### config.mk
export PLATFORM = sky130hd
export DESIGN_NAME = lpe_back_flat
export DESIGN_NICKNAME = d
export VERILOG_FILES = /design/src/hdl/lpe_pkg.sv /design/src/hdl/lpe_if.sv /design/src/hdl/lpe_back.sv /design/src/flat_wrapper.sv
export SDC_FILE = /design/constraint.sdc
export NUM_CORES = 1
export LEC_CHECK = 0
export BUFFER_PORTS_ARGS = -buffer_cell sky130_fd_sc_hd__buf_2
export CORE_ASPECT_RATIO = 0.75
export CORE_MARGIN = 1
export CORE_UTILIZATION = 55
export DETAILED_ROUTE_END_ITERATION = 10
export GPL_TIMING_DRIVEN = 0
export PLACE_DENSITY = 0.73
export SLEW_MARGIN = 20
export SYNTH_ARGS = -nofsm -noshare
export SYNTH_HDL_FRONTEND = slang
export SYNTH_SLANG_ARGS = --single-unit
### constraint.sdc
create_clock -name clk -period 31 [get_ports clk]
set_input_delay 6.2 -clock clk [delete_from_list [all_inputs] [get_ports clk]]
set_output_delay 6.2 -clock clk [all_outputs]
set_load 0.05 [all_outputs]
### src/hdl/lpe_pkg.sv
// Package with the shared types, widths and constants of the line position estimator.
`timescale 1ns / 1ps
package lpe_pkg;

    localparam int NUM_CHANNELS = 6;
    localparam int RAW_W        = 10;
    localparam int LEVEL_W      = 10;
    localparam int TABLE_W      = 60;
    localparam int CFG_IDX_W    = 2;
    localparam int FULL_SCALE   = 1000;

    // Calibration divide: magnitude of (raw - min) * 1000 and a 10-bit quotient.
    localparam int NUM_W     = 20;
    localparam int CAL_STEPS = 10;

    // Position divide: weighted sum over total, quotient up to 5000.
    localparam int POS_W      = 13;
    localparam int WPROD_W    = 23;
    localparam int WSUM_W     = 24;
    localparam int TOT_W      = 13;
    localparam int BDIV_STEPS = 13;

    localparam logic [POS_W-1:0] LOST_POS = POS_W'(NUM_CHANNELS * FULL_SCALE);

    typedef enum logic [CFG_IDX_W-1:0] {
        REG_TRACK = 2'd0,
        REG_NOISE = 2'd1,
        REG_MIN   = 2'd2,
        REG_MAX   = 2'd3
    } cfg_reg_t;

    typedef struct packed {
        logic [LEVEL_W-1:0] track_level;
        logic [LEVEL_W-1:0] noise_level;
        logic [TABLE_W-1:0] min_table;
        logic [TABLE_W-1:0] max_table;
    } lpe_cfg_t;

    typedef struct packed {
        logic [WSUM_W-1:0] weighted;
        logic [TOT_W-1:0]  total;
        logic              present;
    } lpe_sum_t;

    function automatic logic [POS_W-1:0] chan_weight(input int ch);
        return POS_W'(ch * FULL_SCALE);
    endfunction

endpackage

### src/hdl/lpe_if.sv


interface lpe_result_if import lpe_pkg::*; ();
    logic             valid;
    logic             ready;
    logic [POS_W-1:0] position;
    logic             online;

    modport source (output valid, position, online, input ready);
    modport sink (input valid, position, online, output ready);
endinterface

### src/hdl/lpe_back.sv
// Back pipeline: restoring divide of weighted sum by total, one quotient bit per stage.
`timescale 1ns / 1ps
module lpe_back import lpe_pkg::*;
(
    input  logic        clk,
    input  logic        rst_n,
    input  logic        pop_valid,
    output logic        pop_ready,
    input  lpe_sum_t    pop_data,
    lpe_result_if.source result
);

    localparam int NSB = BDIV_STEPS + 1;

    logic [NSB-1:0]        vld_reg;
    logic                  en;
    logic [WSUM_W-1:0]     rem_reg [NSB];
    logic [POS_W-1:0]      quo_reg [NSB];
    logic [TOT_W-1:0]      den_reg [NSB];
    logic                  ok_reg  [NSB];
    logic [WSUM_W:0]       trial   [NSB];

    assign en            = !vld_reg[NSB-1] || result.ready;
    assign pop_ready     = en;
    assign result.valid  = vld_reg[NSB-1];
    assign result.online = ok_reg[NSB-1];
    assign result.position = ok_reg[NSB-1] ? quo_reg[NSB-1] : LOST_POS;

    always_comb
    begin
        for (int s = 0; s < NSB; s++)
        begin
            trial[s] = (s == 0) ? '0 : ((WSUM_W+1)'(den_reg[s-1]) << (BDIV_STEPS - s));
        end
    end

    always_ff @(posedge clk or negedge rst_n)
    begin
        if (!rst_n)
        begin
            vld_reg <= '0;
        end
        else if (en)
        begin
            vld_reg <= {vld_reg[NSB-2:0], pop_valid};
        end
    end

    always_ff @(posedge clk)
    begin
        if (en)
        begin
            rem_reg[0] <= pop_data.weighted;
            quo_reg[0] <= '0;
            den_reg[0] <= pop_data.total;
            ok_reg[0]  <= pop_data.present && (pop_data.total != '0);
            for (int s = 1; s < NSB; s++)
            begin
                if ({1'b0, rem_reg[s-1]} >= trial[s])
                begin
                    rem_reg[s] <= WSUM_W'({1'b0, rem_reg[s-1]} - trial[s]);
                    quo_reg[s] <= quo_reg[s-1] | (POS_W'(1) << (BDIV_STEPS - s));
                end
                else
                begin
                    rem_reg[s] <= rem_reg[s-1];
                    quo_reg[s] <= quo_reg[s-1];
                end
                den_reg[s] <= den_reg[s-1];
                ok_reg[s]  <= ok_reg[s-1];
            end
        end
    end

endmodule

### src/flat_wrapper.sv
// flat-port wrapper written by rule: the top's interface ports become plain ports
module lpe_back_flat import lpe_pkg::*;
  (clk, rst_n, pop_valid, pop_ready, pop_data, result_valid, result_position, result_online, result_ready);
  lpe_result_if result_i ();
  input  logic clk;
  input  logic rst_n;
  input  logic pop_valid;
  output logic pop_ready;
  input  lpe_sum_t pop_data;
  output wire logic [$bits(result_i.valid)-1:0] result_valid;
  output wire logic [$bits(result_i.position)-1:0] result_position;
  output wire logic [$bits(result_i.online)-1:0] result_online;
  input wire logic [$bits(result_i.ready)-1:0] result_ready;
  assign result_valid = result_i.valid;
  assign result_position = result_i.position;
  assign result_online = result_i.online;
  assign result_i.ready = result_ready;
  lpe_back u_core (.clk(clk), .rst_n(rst_n), .pop_valid(pop_valid), .pop_ready(pop_ready), .pop_data(pop_data), .result(result_i));
endmodule
==> results_dict.tcl <==
set metrics [dict create \
    avgSynthCellArea_um2 12.57 \
    nNetsFinal 2704 \
    netlist_area_um2 29600 \
    rsz0062_at_grt "false" \
    clock_sinks 600 \
    drc 0 \
    holdWs_ps 414.3 \
    ys.warnings.count 0 \
    track_usage_pct 23.57 \
    synth_cells 2356 \
    cp_max_fo 44 \
    setup_viol 0 \
    yosysMostFrequentCell "edfxtp_1" \
    dp_hpwl_mm 47.71 \
    synth_top_area_share_pct 59.44 \
    min_period_ps 14990 \
    clockRootBuffer "clkbuf_16" \
    max_slew_margin_pct 27.02 \
    max_freq_ghz 0.06671 \
    synth_edf_count 586 \
    finalWirelength_mm 63.76 \
    antenna_found_initial 2 \
    finClkSkew_ps 28.29 \
    largest_register_ffs 312 \
    clk_path_buf_depth 3 \
    post_cts_buffers 0 \
    synth_nets 2578 \
    gp_congestion 0.9276 \
    critPathKind "in -> out" \
    start_kind "primary input" \
    ys_top_cells_by_area "edfxtp_1, ha_1, inv_1" \
    yosys_register_bits 600 \
    grt_pass1_vias 18194 \
    vias 18992 \
    crit_path_end_kind "primary output" \
    place_ws_ps 16050 \
    dpl.cell_count 3136 \
    setup_ws_ps 16010 \
    synthFlopType "edfxtp_1" \
    cts_tree "done" \
    drt_first_pass_iters 6 \
    clock_latency_ps 620 \
    antenna_cells 0 \
    area_delta_synth_final_pct 11.53 \
    final_util_pct 62.22 \
    antenna_left 0 \
    synth_commonest_cells "edfxtp_1, inv_1, nand2_1, ha_1, a21oi_1" \
    dieArea_um2 54770 \
    initial_utilization_pct 55.79 \
    ctsHoldBuffers 0 \
    routedWlPerCell_um 19.69 \
    hold_viol_final 0 \
    arrival_ps 8790 \
    first_iter_violations 2204 \
    die_w_um 269.9 \
    grt_start_max_net_pins 62 \
    clkTransAtPathRegs_ps 70 \
    seq_area_frac_synth_pct 60.62 \
    grt_pass1_wl_mm 101.0 \
    hp-class "reg -> reg" \
    placementRows 73 \
    htree_levels 2 \
    crit_required_ps 24800 \
    ioPinCount 58 \
    die_h_um 202.9 \
    layout-drive-gt1-share_pct 10.41 \
    yosysUniqueCellTypes 85 \
    final-max-slew-violation-count 0 \
    maxCapViolations 0 \
    worstMarginPinSlew_ps 1085 \
    grt_overflow_total 0 \
    final_cell_count_no_fill 3239 \
    synth.largest_area_cell "edfxtp_1" \
    fin_crit_sh_pct 48.35 \
    coreArea_um2 53070 \
    io_buffers 57 \
    status "finished, final reports clean" \
    cts_resized 0 \
    numCtsBuffers 56 \
    routed_via_density 5.864 \
    async_flop_share_pct 2.333 \
]
## stage by stage
step / setup TNS [ps] / instance area [µm²]
5_1_grt: 0 / 33020
4_1_cts: 0 / 33020
3_3_place_gp: -5564 / 30780
3_5_place_dp: 0 / 31070
6_report: 0 / 33020
2_1_floorplan: 0 / 29600
## metal layers
layer / vias up / part of all wire, % / track usage (%)
met4: 2 / 1.9 / 5.722
met1: 9156 / 48 / 36.55
met5: - / 0.020 / 0
met3: 99 / 9.3 / 5.819
li1: 8989 / - / -
met2: 746 / 40 / 33.00
## critical path: stages
cell and delay [ps]:
buf_2 100, nor2b_2 650, clkinv_1 680, clkbuf_4 580, buf_12 310, buf_2 240
## cell type report
class,instances,area [µm²]
Buffer,39,200.2
Clock buffer,69,1491
Clock inverter,34,457.9
Fill cell,3967,20050
Inverter,209,784.5
Multi-Input combinational cell,1508,10680
Sequential cell,600,17950
Tap cell,712,890.9
Timing Repair Buffer,68,565.5
## worst paths after layout
check / startpoint / cells after the start / slack [ps] / endpoint
setup / recovery: result_ready / 6 / 16010 / pop_ready
hold / removal: u_core.ok_reg[0][0]$_DFFE_PP_ / 0 / 410 / u_core.ok_reg[0][1]$_DFFE_PP_
setup reg to reg: u_core.vld_reg[13]$_DFFE_PN0P_ / 7 / 27290 / u_core.rem_reg[1][9]$_DFFE_PP_
hold reg to reg: u_core.ok_reg[0][0]$_DFFE_PP_ / 0 / 410 / u_core.ok_reg[0][1]$_DFFE_PP_
max in group asynchronous: rst_n / 1 / 25280 / u_core.vld_reg[9]$_DFFE_PN0P_
min in group asynchronous: rst_n / 1 / 5480 / u_core.vld_reg[11]$_DFFE_PN0P_
## logic make-up (layout without fill, tap and decap cells)
group	Yosys count	in the layout	share of synthesized area (%)
DFF	600	600	60.62
adders and majority gates	180	180	7.912
buffers and inverters	248	419	3.309
muxes	61	61	2.299
xor gates and xnor gates	149	149	4.408
and+or+nand+nor	615	615	10.70
AOI/OAI and AO/OA	503	503	10.75
## cells in the final DEF (no fill, tap or decap), types with 19 or more instances in the layout
master,netlist,final
edfxtp_1,586,586
inv_1,207,207
nand2_1,175,175
ha_1,168,168
a21oi_1,150,150
nor2_1,133,133
o21ai_0,126,126
xnor2_1,84,84
buf_2,12,69
xor2_1,65,65
clkbuf_16,0,57
mux2_2,51,51
a21o_1,49,49
nor3_1,40,40
nand2b_1,37,37
nor4_1,34,34
o21a_1,32,32
nor2b_1,31,30
clkbuf_1,21,29
nand3_1,29,29
or3_1,23,23
and2_1,19,19
a31oi_1,19,19
Power is not shown: default switching activity piles up to over one toggle a cycle in this logic, so the estimate is an artifact.
