==> src/hdl/lpe_pkg.sv <==
// Package with the shared types, widths and constants of the line position estimator.
`timescale 1ns / 1ps
package lpe_pkg;

    localparam int NUM_CHANNELS = 6;
    localparam int RAW_W        = 10;
    localparam int LEVEL_W      = 10;
    localparam int TABLE_W      = 60;
    localparam int CFG_IDX_W    = 2;
    localparam int FULL_SCALE   = 1000;

    // Calibration divide: magnitude of (raw - min) * 1000 and a 10-bit quotient.
    localparam int NUM_W     = 20;
    localparam int CAL_STEPS = 10;

    // Position divide: weighted sum over total, quotient up to 5000.
    localparam int POS_W      = 13;
    localparam int WPROD_W    = 23;
    localparam int WSUM_W     = 24;
    localparam int TOT_W      = 13;
    localparam int BDIV_STEPS = 13;

    localparam logic [POS_W-1:0] LOST_POS = POS_W'(NUM_CHANNELS * FULL_SCALE);

    typedef enum logic [CFG_IDX_W-1:0] {
        REG_TRACK = 2'd0,
        REG_NOISE = 2'd1,
        REG_MIN   = 2'd2,
        REG_MAX   = 2'd3
    } cfg_reg_t;

    typedef struct packed {
        logic [LEVEL_W-1:0] track_level;
        logic [LEVEL_W-1:0] noise_level;
        logic [TABLE_W-1:0] min_table;
        logic [TABLE_W-1:0] max_table;
    } lpe_cfg_t;

    typedef struct packed {
        logic [WSUM_W-1:0] weighted;
        logic [TOT_W-1:0]  total;
        logic              present;
    } lpe_sum_t;

    function automatic logic [POS_W-1:0] chan_weight(input int ch);
        return POS_W'(ch * FULL_SCALE);
    endfunction

endpackage

==> src/hdl/lpe_fifo.sv <==
// Two-entry queue between the calibration front and the position divider.
`timescale 1ns / 1ps
module lpe_fifo import lpe_pkg::*;
(
    input  logic     clk,
    input  logic     rst_n,
    input  logic     push_valid,
    output logic     push_ready,
    input  lpe_sum_t push_data,
    output logic     pop_valid,
    input  logic     pop_ready,
    output lpe_sum_t pop_data
);

    lpe_sum_t   mem_reg [2];
    logic       wr_reg;
    logic       rd_reg;
    logic [1:0] cnt_reg;
    logic       do_push;
    logic       do_pop;

    assign push_ready = (cnt_reg != 2'd2);
    assign pop_valid  = (cnt_reg != 2'd0);
    assign pop_data   = mem_reg[rd_reg];
    assign do_push    = push_valid && push_ready;
    assign do_pop     = pop_valid && pop_ready;

    always_ff @(posedge clk or negedge rst_n)
    begin
        if (!rst_n)
        begin
            wr_reg  <= 1'b0;
            rd_reg  <= 1'b0;
            cnt_reg <= 2'd0;
        end
        else
        begin
            if (do_push)
            begin
                wr_reg <= ~wr_reg;
            end
            if (do_pop)
            begin
                rd_reg <= ~rd_reg;
            end
            cnt_reg <= cnt_reg + {1'b0, do_push} - {1'b0, do_pop};
        end
    end

    always_ff @(posedge clk)
    begin
        if (do_push)
        begin
            mem_reg[wr_reg] <= push_data;
        end
    end

endmodule

==> config.mk <==
export PLATFORM = sky130hd
export DESIGN_NAME = lpe_fifo
export DESIGN_NICKNAME = d
export VERILOG_FILES = /design/src/hdl/lpe_pkg.sv /design/src/hdl/lpe_fifo.sv
export SDC_FILE = /design/constraint.sdc
export NUM_CORES = 1
export LEC_CHECK = 0
export ABC_AREA = 0
export BUFFER_PORTS_ARGS = -buffer_cell sky130_fd_sc_hd__buf_2
export CORE_MARGIN = 5
export CORE_UTILIZATION = 55
export DETAILED_ROUTE_END_ITERATION = 10
export GPL_TIMING_DRIVEN = 1
export HOLD_SLACK_MARGIN = 0.15
export PLACE_DENSITY = 0.94
export SETUP_SLACK_MARGIN = 0.05
export SYNTH_ARGS = -nofsm -noshare
export SYNTH_HDL_FRONTEND = slang
export SYNTH_SLANG_ARGS = --single-unit
==> constraint.sdc <==
create_clock -name clk -period 5.9 [get_ports clk]
set_input_delay 0.295 -clock clk [delete_from_list [all_inputs] [get_ports clk]]
set_output_delay 0.295 -clock clk [all_outputs]
set_load 0.01 [all_outputs]
==> impl_metrics.env, run 1 <==
export IMPL_yosysMostFrequentCell="edfxtp_1"
export IMPL_crit_type="reg -> out"
export IMPL_hold_path_depth=3
export IMPL_synthFlopType="edfxtp_1"
export IMPL_drv_slew=0
export IMPL_avgSynthCellArea_um2=22.13
export IMPL_antenna_cells=0
export IMPL_ir_worst_vdd_v=0.0003435
export IMPL_cp_max_fo=39
export IMPL_critical_path_max_stage_delay_ps=980
export IMPL_power_density_nw_per_um2=429.1
export IMPL_core_area_um2=5205
export IMPL_rsz0062_at_grt="no"
export IMPL_dr_pass1_iters=4
export IMPL_fin_crit_sh_pct=37.49
export IMPL_fmax_mhz=452.1
export IMPL_routed_wl_mm=5.772
export IMPL_io_pin_count=82
export IMPL_die_h_um=83.71
export IMPL_synthAdderAreaFrac_pct=0.8375
export IMPL_setup_tns_ps=0
export IMPL_synth_top_area_share_pct=76.38
export IMPL_cp_end_kind="output port"
export IMPL_ys_seq_area_share_pct=79.73
export IMPL_synthSimpleGateAreaFrac_pct=1.173
export IMPL_crit_path_top_delay_cell="dfrtp_2"
export IMPL_grt_pass1_wl_mm=9.170
export IMPL_tightest_slew_ps=1069
export IMPL_cp_start_kind="register"
export IMPL_fin_nets=306
export IMPL_clock_latency_ps=330
export IMPL_die_area_um2=7007
export IMPL_drive_gt1_share_pct=50.76
export IMPL_synthArstFlopShare_pct=5.000
export IMPL_final_hold_violation_count=0
export IMPL_synth_area_um2=2988
export IMPL_synth_mux_area_share_pct=15.58
export IMPL_ys_ff_latch=80
export IMPL_fin_skew_ps=6.675
export IMPL_numClockSinks=80
export IMPL_period_needed_ps=2212
export IMPL_fin_util_pct=76.49
export IMPL_largest_reg_flops=76
export IMPL_leakagePower_nw=1.549
export IMPL_grt_usage_pct=17.39
export IMPL_drc=0
export IMPL_portBuffers=81
export IMPL_vias_per_cell=4.937
export IMPL_cp_cell_sequence="mux2_2 > buf_2"
export IMPL_syn_nets=179
export IMPL_gp_congestion=0.6650
export IMPL_cts_buffer_depth=2
export IMPL_die_width_um=83.71
export IMPL_cts_tree="yes"
export IMPL_start_util_pct=57.40
export IMPL_root_buffer="clkbuf_8"
export IMPL_arrival_ps=1920
export IMPL_max_slew_margin_rel_pct=28.59
export IMPL_setup_violations_final=0
export IMPL_cp_required_ps=5610
export IMPL_cts_resized=0
export IMPL_cts_buffers=9
export IMPL_max_cap_violations=0
export IMPL_synth_cells=135
export IMPL_yosysWarnings=0
export IMPL_synth_top_family_by_area="multiplexers"
export IMPL_synth_edf_count=76
export IMPL_grt_pass1_vias=1870
export IMPL_htree_levels=3
export IMPL_synth_xor_xnor_area_share_pct=1.173
export IMPL_synth_area_top_cells="edfxtp_1 (76%), mux2_2 (11%), mux2_4 (5.0%), dfrtp_1 (3.4%), xnor2_1 (0.88%)"
export IMPL_synth_compound_area_share_pct=0
export IMPL_yosysTopAreaCell="edfxtp_1"
export IMPL_synth_commonest_cells="edfxtp_1 (76), mux2_2 (28), mux2_4 (10)"
export IMPL_drt_iter0_markers=74
export IMPL_antenna_left=0
export IMPL_grt_max_degree=40
export IMPL_rows=26
export IMPL_yosysUniqueCellTypes=17
export IMPL_finalPower_mw=1.708
export IMPL_worst_r2r_path_depth=3
export IMPL_vias=1649
export IMPL_syn2layout_area_growth_pct=33.25
export IMPL_hold_path_class="in -> reg"
export IMPL_wire_per_inst_um=17.28
export IMPL_clk_pin_slew_ps=70
export IMPL_status="finished clean"
export IMPL_place_hpwl_mm=3.234
export IMPL_antenna_found_initial=0
export IMPL_overflow=0
==> report_power, final <==
group          switching, mW  internal [mW]  total, mW
clock                  0.163          0.145      0.308
sequential            0.0923          0.781      0.873
combinational          0.246          0.281      0.527
==> worst paths after layout <==
| kind | to | from | slack [ps] |
|---|---|---|---|
| max in group asynchronous | rd_reg$_DFFE_PN0P_ | rst_n | 5460 |
| max | pop_data[3] | rd_reg$_DFFE_PN0P_ | 3690 |
| min reg2reg | cnt_reg[0]$_DFF_PN0_ | cnt_reg[0]$_DFF_PN0_ | 540 |
| min in group asynchronous | cnt_reg[0]$_DFF_PN0_ | rst_n | 310 |
| max reg2reg | mem_reg[0][11]$_DFFE_PP_ | cnt_reg[1]$_DFF_PN0_ | 3970 |
| min | rd_reg$_DFFE_PN0P_ | pop_ready | 280 |
==> critical path: cells and delay by family, from the launching register on <==
family / cells / cell delay (ps)
buffers and inverters: 1 / 140
DFF: 1 / 980
muxes: 1 / 430
==> metal layers <==
metal	part of all wire [%]	global-route usage, %
met4	1.4	7.602
met5	0	0
met1	39	19.37
met2	52	29.93
met3	7.1	6.219
==> metrics by stage <==
stage          hold WS (ps)  cell area (µm²)  setup WS (ps)  cells
2_1_floorplan       -0.5911             2988           3202    135
3_3_place_gp          104.9             3450           4049    282
3_5_place_dp          105.8             3450           3984    282
4_1_cts               242.9             3981           3675    334
5_1_grt               275.7             3981           3594    334
6_report              277.5             3981           3688    334
==> cells in the final DEF (no fill, tap or decap), drive strengths merged <==
cell         netlist  layout
xnor2              3       3
nor2               1       1
nand2              1       1
dfrtp              4       4
edfxtp            76      76
or2                1       1
xor2               1       1
inv                1       1
clkbuf             0      11
and3               1       1
nand2b             1       1
clkinv             0       2
and2               1       1
dlygate4sd3        0      39
mux2              38      38
ha                 2       2
buf                4      81
==> what timing repair did <==
item                                   in CTS  in global routing
endpoints found under the hold margin      80                  0
buffers inserted                            0                  0
hold buffers                               39                  0
==> logic make-up (layout without fill, tap and decap cells) <==
family / count (synthesis) / count (layout)
adder cells (fa/ha/maj): 2 / 2
multiplexers: 38 / 38
buffers and inverters: 5 / 134
AND/OR/NAND/NOR: 6 / 6
flip-flops: 80 / 80
XOR/XNOR: 4 / 4
==> cell type report <==
class	count	area, µm²
Sequential cell	80	2384
Fill cell	319	1224
Clock buffer	11	131.4
Tap cell	70	87.58
Inverter	1	3.754
Multi-Input combinational cell	50	569.3
Timing Repair Buffer	120	795.8
Clock inverter	2	10.01
(Power assumes the default switching activity.)
==> inputs of run 2 (changes only) <==
Settings changed: ABC_AREA 0 to 1, CORE_UTILIZATION 55 to 46, PLACE_DENSITY 0.94 to 0.85.
Clock period 5.9 ns to 1.86 ns, I/O delays scaled along.
==> run 2 against run 1 <==
  * Global-route usage decreased by 1.3 points
  * Utilization decreased by 11 points
  * Clock power increased to 4.5 times the previous value
  * Worst setup slack got worse by 3400 ps
  * Design area increased by 4.1%
  * Area after synthesis about the same
  * Synthesized cell count increased by 70%
  * First-iteration DRC count increased by 110%
  * Non-clock buffer count increased by 9
  * Highest routed layer unchanged
  * Critical path depth increased by 3
  * Largest cell class unchanged
==> impl_metrics.env, run 2 <==
export IMPL_layout_commonest_cell="nand2_1"
export IMPL_final_cells=444
export IMPL_drv_slew=0
export IMPL_max_cap_violations=0
export IMPL_critical_path_max_stage_delay_ps=390
export IMPL_use_met2_pct=28.45
export IMPL_synth_top_area_share_pct=76.41
export IMPL_grt_pass1_vias=2180
export IMPL_numClockSinks=80
export IMPL_grt_met3_usage_pct=6.083
export IMPL_synth_area_top_cells="edfxtp_1 (76%), nand2_1 (16%), dfrtp_1 (3.4%), buf_4 (1.0%), inv_1 (1.0%)"
export IMPL_antenna_left=0
export IMPL_rsz0062_at_grt="no"
export IMPL_final_hold_violation_count=0
export IMPL_drive_gt1_share_pct=28.61
export IMPL_synth_area_um2=2987
export IMPL_vias=2025
export IMPL_dr_pass1_iters=4
export IMPL_fillers=458
export IMPL_dp_cells=386
export IMPL_yosysMostFrequentCell="nand2_1"
export IMPL_die_width_um=90.58
export IMPL_routed_wl_mm=6.097
export IMPL_ys_ff_latch=80
export IMPL_largest_reg_flops=76
export IMPL_power_density_nw_per_um2=1433
export IMPL_hold_path_class="reg -> reg"
export IMPL_crit_type="reg -> out"
export IMPL_cp_cell_sequence="inv_2 > buf_12 > nand2_1 > nand2_1 > buf_2"
export IMPL_grt_usage_pct=16.08
export IMPL_vias_per_cell=4.561
export IMPL_place_hpwl_mm=3.652
export IMPL_arrival_ps=1510
export IMPL_synthFlopType="edfxtp_1"
export IMPL_cp_start_kind="register"
export IMPL_grt_max_degree=40
export IMPL_fmax_mhz=622.6
export IMPL_antenna_found_initial=0
export IMPL_setup_violations_final=0
export IMPL_core_area_um2=6350
export IMPL_cp_max_fo=22
export IMPL_regToRegSetupSlack_ps=420
export IMPL_cts_buffers=9
export IMPL_cp_end_kind="output port"
export IMPL_avgSynthCellArea_um2=12.99
export IMPL_fin_skew_ps=12.85
export IMPL_cp_common_cell="nand2_1"
export IMPL_syn_nets=274
export IMPL_wire_per_inst_um=13.73
export IMPL_ys_seq_area_share_pct=79.77
export IMPL_tightest_slew_ps=410.3
export IMPL_portBuffers=81
export IMPL_drc=0
export IMPL_die_h_um=90.58
export IMPL_cts_buffer_depth=2
export IMPL_yosysWarnings=0
export IMPL_crit_path_top_delay_cell="dfrtp_1"
export IMPL_fin_crit_sh_pct=86.35
export IMPL_ir_worst_vdd_v=0.0008403
export IMPL_setup_tns_ps=0
export IMPL_gp_congestion=0.7124
export IMPL_final_cell_mix="nand2_1 (127), buf_2 (81), edfxtp_1 (76)"
export IMPL_grt_use_met1_pct=17.43
export IMPL_grt_pass1_wl_mm=10.33
export IMPL_cts_tree="yes"
export IMPL_yosysUniqueCellTypes=10
export IMPL_max_slew_margin_rel_pct=72.65
export IMPL_synth_commonest_cells="nand2_1 (127), edfxtp_1 (76), inv_1 (8)"
export IMPL_busiest_layer="met2"
export IMPL_yosysTopAreaCell="edfxtp_1"
export IMPL_root_buffer="clkbuf_8"
export IMPL_die_area_um2=8204
export IMPL_start_util_pct=47.03
export IMPL_synth_cells=230
export IMPL_status="finished clean"
export IMPL_syn2layout_area_growth_pct=38.75
export IMPL_rows=29
export IMPL_clk_pin_slew_ps=80
export IMPL_register_area_um2=2382
export IMPL_leakagePower_nw=1.827
export IMPL_synth_edf_count=76
export IMPL_overflow=0
export IMPL_antenna_cells=0
export IMPL_cp_required_ps=1770
export IMPL_synthArstFlopShare_pct=5.000
export IMPL_htree_levels=3
export IMPL_period_needed_ps=1606
export IMPL_drt_iter0_markers=155
export IMPL_clock_latency_ps=350
export IMPL_io_pin_count=82
export IMPL_fin_nets=406
export IMPL_multi_input_area_um2=528.0
==> run 2: changes by cell type in the layout (fill, tap and decap cells not counted), moves of 5 or more <==
cell	delta
buf_4	+5
nand2_1	+126
inv_1	+6
mux2_2	-28
mux2_4	-10
==> run 2: what timing repair did <==
| item | in CTS | in global routing |
|---|---|---|
| hold endpoints to repair | 82 | 0 |
| gates resized for setup | 0 | 0 |
| setup buffers | 0 | 0 |
| hold buffers | 42 | 0 |
==> run 2: cells by family (layout without fill, tap and decap cells) <==
family                   Yosys count  count (layout)  synth area share [%]
buffers and inverters             17             154                 2.807
adder cells (fa/ha/maj)            2               2                0.8377
AND/OR/NAND/NOR                  131             131                 16.59
flip-flops                        80              80                 79.77
==> run 2: cell type report <==
class                           instances  share of cell area (%)
Tap cell                               77                   2.325
Timing Repair Buffer                  129                   21.32
Clock buffer                            9                   2.989
Clock inverter                          7                   2.325
Multi-Input combinational cell        133                   12.74
Sequential cell                        80                   57.49
Inverter                                9                  0.8152
==> run 2: per-layer routing <==
layer	share of wire, %	wire length, µm
met1	38	2295
met2	54	3320
met3	6.4	393
met4	1.4	87
met5	0	0
==> run 2: path summary, 6_finish.rpt <==
path / from / end / depth (start not counted)
min: wr_reg$_DFFE_PN0N_ / wr_reg$_DFFE_PN0N_ / 2
max in group asynchronous: rst_n / wr_reg$_DFFE_PN0N_ / 3
min in group asynchronous: rst_n / rd_reg$_DFFE_PN0P_ / 3
max: rd_reg$_DFFE_PN0P_ / pop_data[1] / 5
min reg2reg: wr_reg$_DFFE_PN0N_ / wr_reg$_DFFE_PN0N_ / 2
max reg2reg: cnt_reg[1]$_DFF_PN0_ / cnt_reg[1]$_DFF_PN0_ / 10
==> run 2: per-stage QoR <==
stage	hold slack, ps	power (mW)	util, %	cell area, µm²	setup WS (ps)
2_1_floorplan	-202.6	3.770	-	2994	89.45
3_3_place_gp	-96.96	4.486	55.17	3503	523.3
3_5_place_dp	-93.42	4.554	55.17	3503	459.2
4_1_cts	446.8	5.979	65.26	4144	248.4
5_1_grt	460.3	6.370	65.26	4144	133.8
6_report	472.0	5.937	65.26	4144	253.9
==> run 2: power breakdown <==
group | leakage [nW] | switching, mW | total [mW] | internal [mW]
combinational | 0.970 | 1.28 | 2.00 | 0.726
sequential | 0.755 | 0.102 | 2.56 | 2.46
clock | 0.101 | 0.621 | 1.38 | 0.754
==> run 2: worst max-delay path: cells and delay by family, from the launching register on <==
kind	cells	cell delay (ps)
AND/OR/NAND/NOR	2	150
buffers and inverters	3	630
flip-flops	1	390
==> inputs of run 3 (changes only) <==
Settings changed: PLACE_DENSITY 0.85 to 0.82.
==> run 3 against run 2 <==
  * Clock-buffer cell count did not move
  * Sequential share of layout area did not move
  * Non-clock buffer count did not move
  * Design area did not move
  * Register-to-register slack improved by 30 ps
  * First-iteration DRC count fell by 42%
  * Sequential power barely moved
  * Critical path type unchanged
  * Critical endpoint is now pop_data[4]
  * Largest power group unchanged
==> impl_metrics.env, run 3 (synthesis gave the netlist of run 2 again) <==
export IMPL_fmax_mhz=636.5
export IMPL_ir_worst_vdd_v=0.0007170
export IMPL_setup_tns_ps=0
export IMPL_vias=2020
export IMPL_die_h_um=90.58
export IMPL_drt_iter0_markers=90
export IMPL_rows=29
export IMPL_die_area_um2=8204
export IMPL_cts_buffer_depth=2
export IMPL_layout_commonest_cell="nand2_1"
export IMPL_leakagePower_nw=1.834
export IMPL_period_needed_ps=1571
export IMPL_routed_wl_mm=5.953
export IMPL_tightest_slew_ps=395.1
export IMPL_cp_start_kind="register"
export IMPL_max_cap_violations=0
export IMPL_place_hpwl_mm=3.554
export IMPL_setup_violations_final=0
export IMPL_grt_max_degree=40
export IMPL_antenna_found_initial=0
export IMPL_grt_pass1_wl_mm=9.604
export IMPL_power_density_nw_per_um2=1427
export IMPL_io_pin_count=82
export IMPL_final_cell_mix="nand2_1 (127), buf_2 (81), edfxtp_1 (76)"
export IMPL_numClockSinks=80
export IMPL_max_slew_margin_rel_pct=73.66
export IMPL_antenna_cells=0
export IMPL_dr_pass1_iters=4
export IMPL_vias_per_cell=4.550
export IMPL_root_buffer="clkbuf_8"
export IMPL_fin_crit_sh_pct=84.47
export IMPL_largest_reg_flops=76
export IMPL_drive_gt1_share_pct=28.34
export IMPL_grt_pass1_vias=2044
export IMPL_status="finished clean"
export IMPL_drc=0
export IMPL_crit_type="reg -> out"
export IMPL_htree_levels=3
export IMPL_cp_end_kind="output port"
export IMPL_hold_path_class="in -> reg"
export IMPL_grt_usage_pct=15.18
export IMPL_drv_slew=0
export IMPL_place_ws_ps=459.5
export IMPL_arrival_ps=1480
export IMPL_cp_required_ps=1770
export IMPL_antenna_left=0
export IMPL_cp_max_fo=22
export IMPL_core_area_um2=6350
export IMPL_clk_pin_slew_ps=90
export IMPL_clock_latency_ps=350
export IMPL_wire_per_inst_um=13.41
export IMPL_overflow=0
export IMPL_syn2layout_area_growth_pct=38.75
export IMPL_final_hold_violation_count=0
export IMPL_fin_skew_ps=12.52
export IMPL_fillers=448
export IMPL_rsz0062_at_grt="no"
export IMPL_start_util_pct=47.03
export IMPL_cts_setup_buffers=0
export IMPL_portBuffers=81
export IMPL_fin_util_pct=65.26
export IMPL_fin_ws_ps=288.9
export IMPL_cts_buffers=9
export IMPL_fin_nets=406
export IMPL_cts_tree="yes"
export IMPL_die_width_um=90.58
export IMPL_gp_congestion=0.7315
==> run 3: metrics by stage <==
step / std cells / cell area, µm² / total power [mW] / hold slack [ps]
after floorplan: 230 / 2994 / 3.770 / -202.6
after global placement: 386 / 3503 / 4.485 / -93.77
after detailed placement: 386 / 3503 / 4.550 / -94.77
after CTS: 444 / 4144 / 5.984 / 447.0
after global routing: 444 / 4144 / 6.312 / 456.8
final: 444 / 4144 / 5.914 / 465.0
==> run 3: path summary, 6_finish.rpt <==
kind                                      startpoint                       end  slack (ps)  cells after the start
worst max-delay path              rd_reg$_DFFE_PN0P_               pop_data[4]         290                      5
worst min-delay path                   push_data[29]  mem_reg[1][29]$_DFFE_PP_         470                      2
worst max register to register  cnt_reg[0]$_DFF_PN0_      cnt_reg[1]$_DFF_PN0_         450                     10
worst min register to register    wr_reg$_DFFE_PN0N_        wr_reg$_DFFE_PN0N_         490                      2
max in group asynchronous                      rst_n      cnt_reg[0]$_DFF_PN0_        1040                      3
min in group asynchronous                      rst_n      cnt_reg[1]$_DFF_PN0_         640                      3
==> run 3: final cells by class <==
cell class	instances	area, µm²	area share [%]
Multi-Input combinational cell	133	528.0	12.74
Clock buffer	9	123.9	2.989
Clock inverter	7	96.34	2.325
Sequential cell	80	2382	57.49
Inverter	9	33.78	0.8152
Timing Repair Buffer	129	883.3	21.32
Tap cell	77	96.34	2.325
==> run 3: where the power goes <==
| part | internal [mW] | leakage, nW | switching (mW) |
|---|---|---|---|
| Combinational | 0.726 | 0.976 | 1.28 |
| Clock | 0.755 | 0.103 | 0.601 |
| Sequential | 2.46 | 0.755 | 0.101 |
| Total | 3.94 | 1.83 | 1.98 |
==> run 3: worst max-delay path: stages (launching register included) <==
cell	delay [ps]
dfrtp_1	390
inv_2	260
buf_12	210
nand2_1	60
nand2_1	70
buf_2	140
==> run 3: timing repair <==
action / 4_1_cts / 5_1_grt
gates resized for setup: 0 / 0
hold buffers: 42 / 0
hold endpoints to repair: 82 / 0
==> run 3: metal layers <==
layer / GRT usage [%] / part of all wire (%) / vias up
li1: - / - / 1026
met5: 0 / 0 / -
met3: 5.083 / 6.2 / 15
met4: 8.313 / 2.4 / 0
met2: 26.51 / 54 / 64
met1: 15.91 / 37 / 915
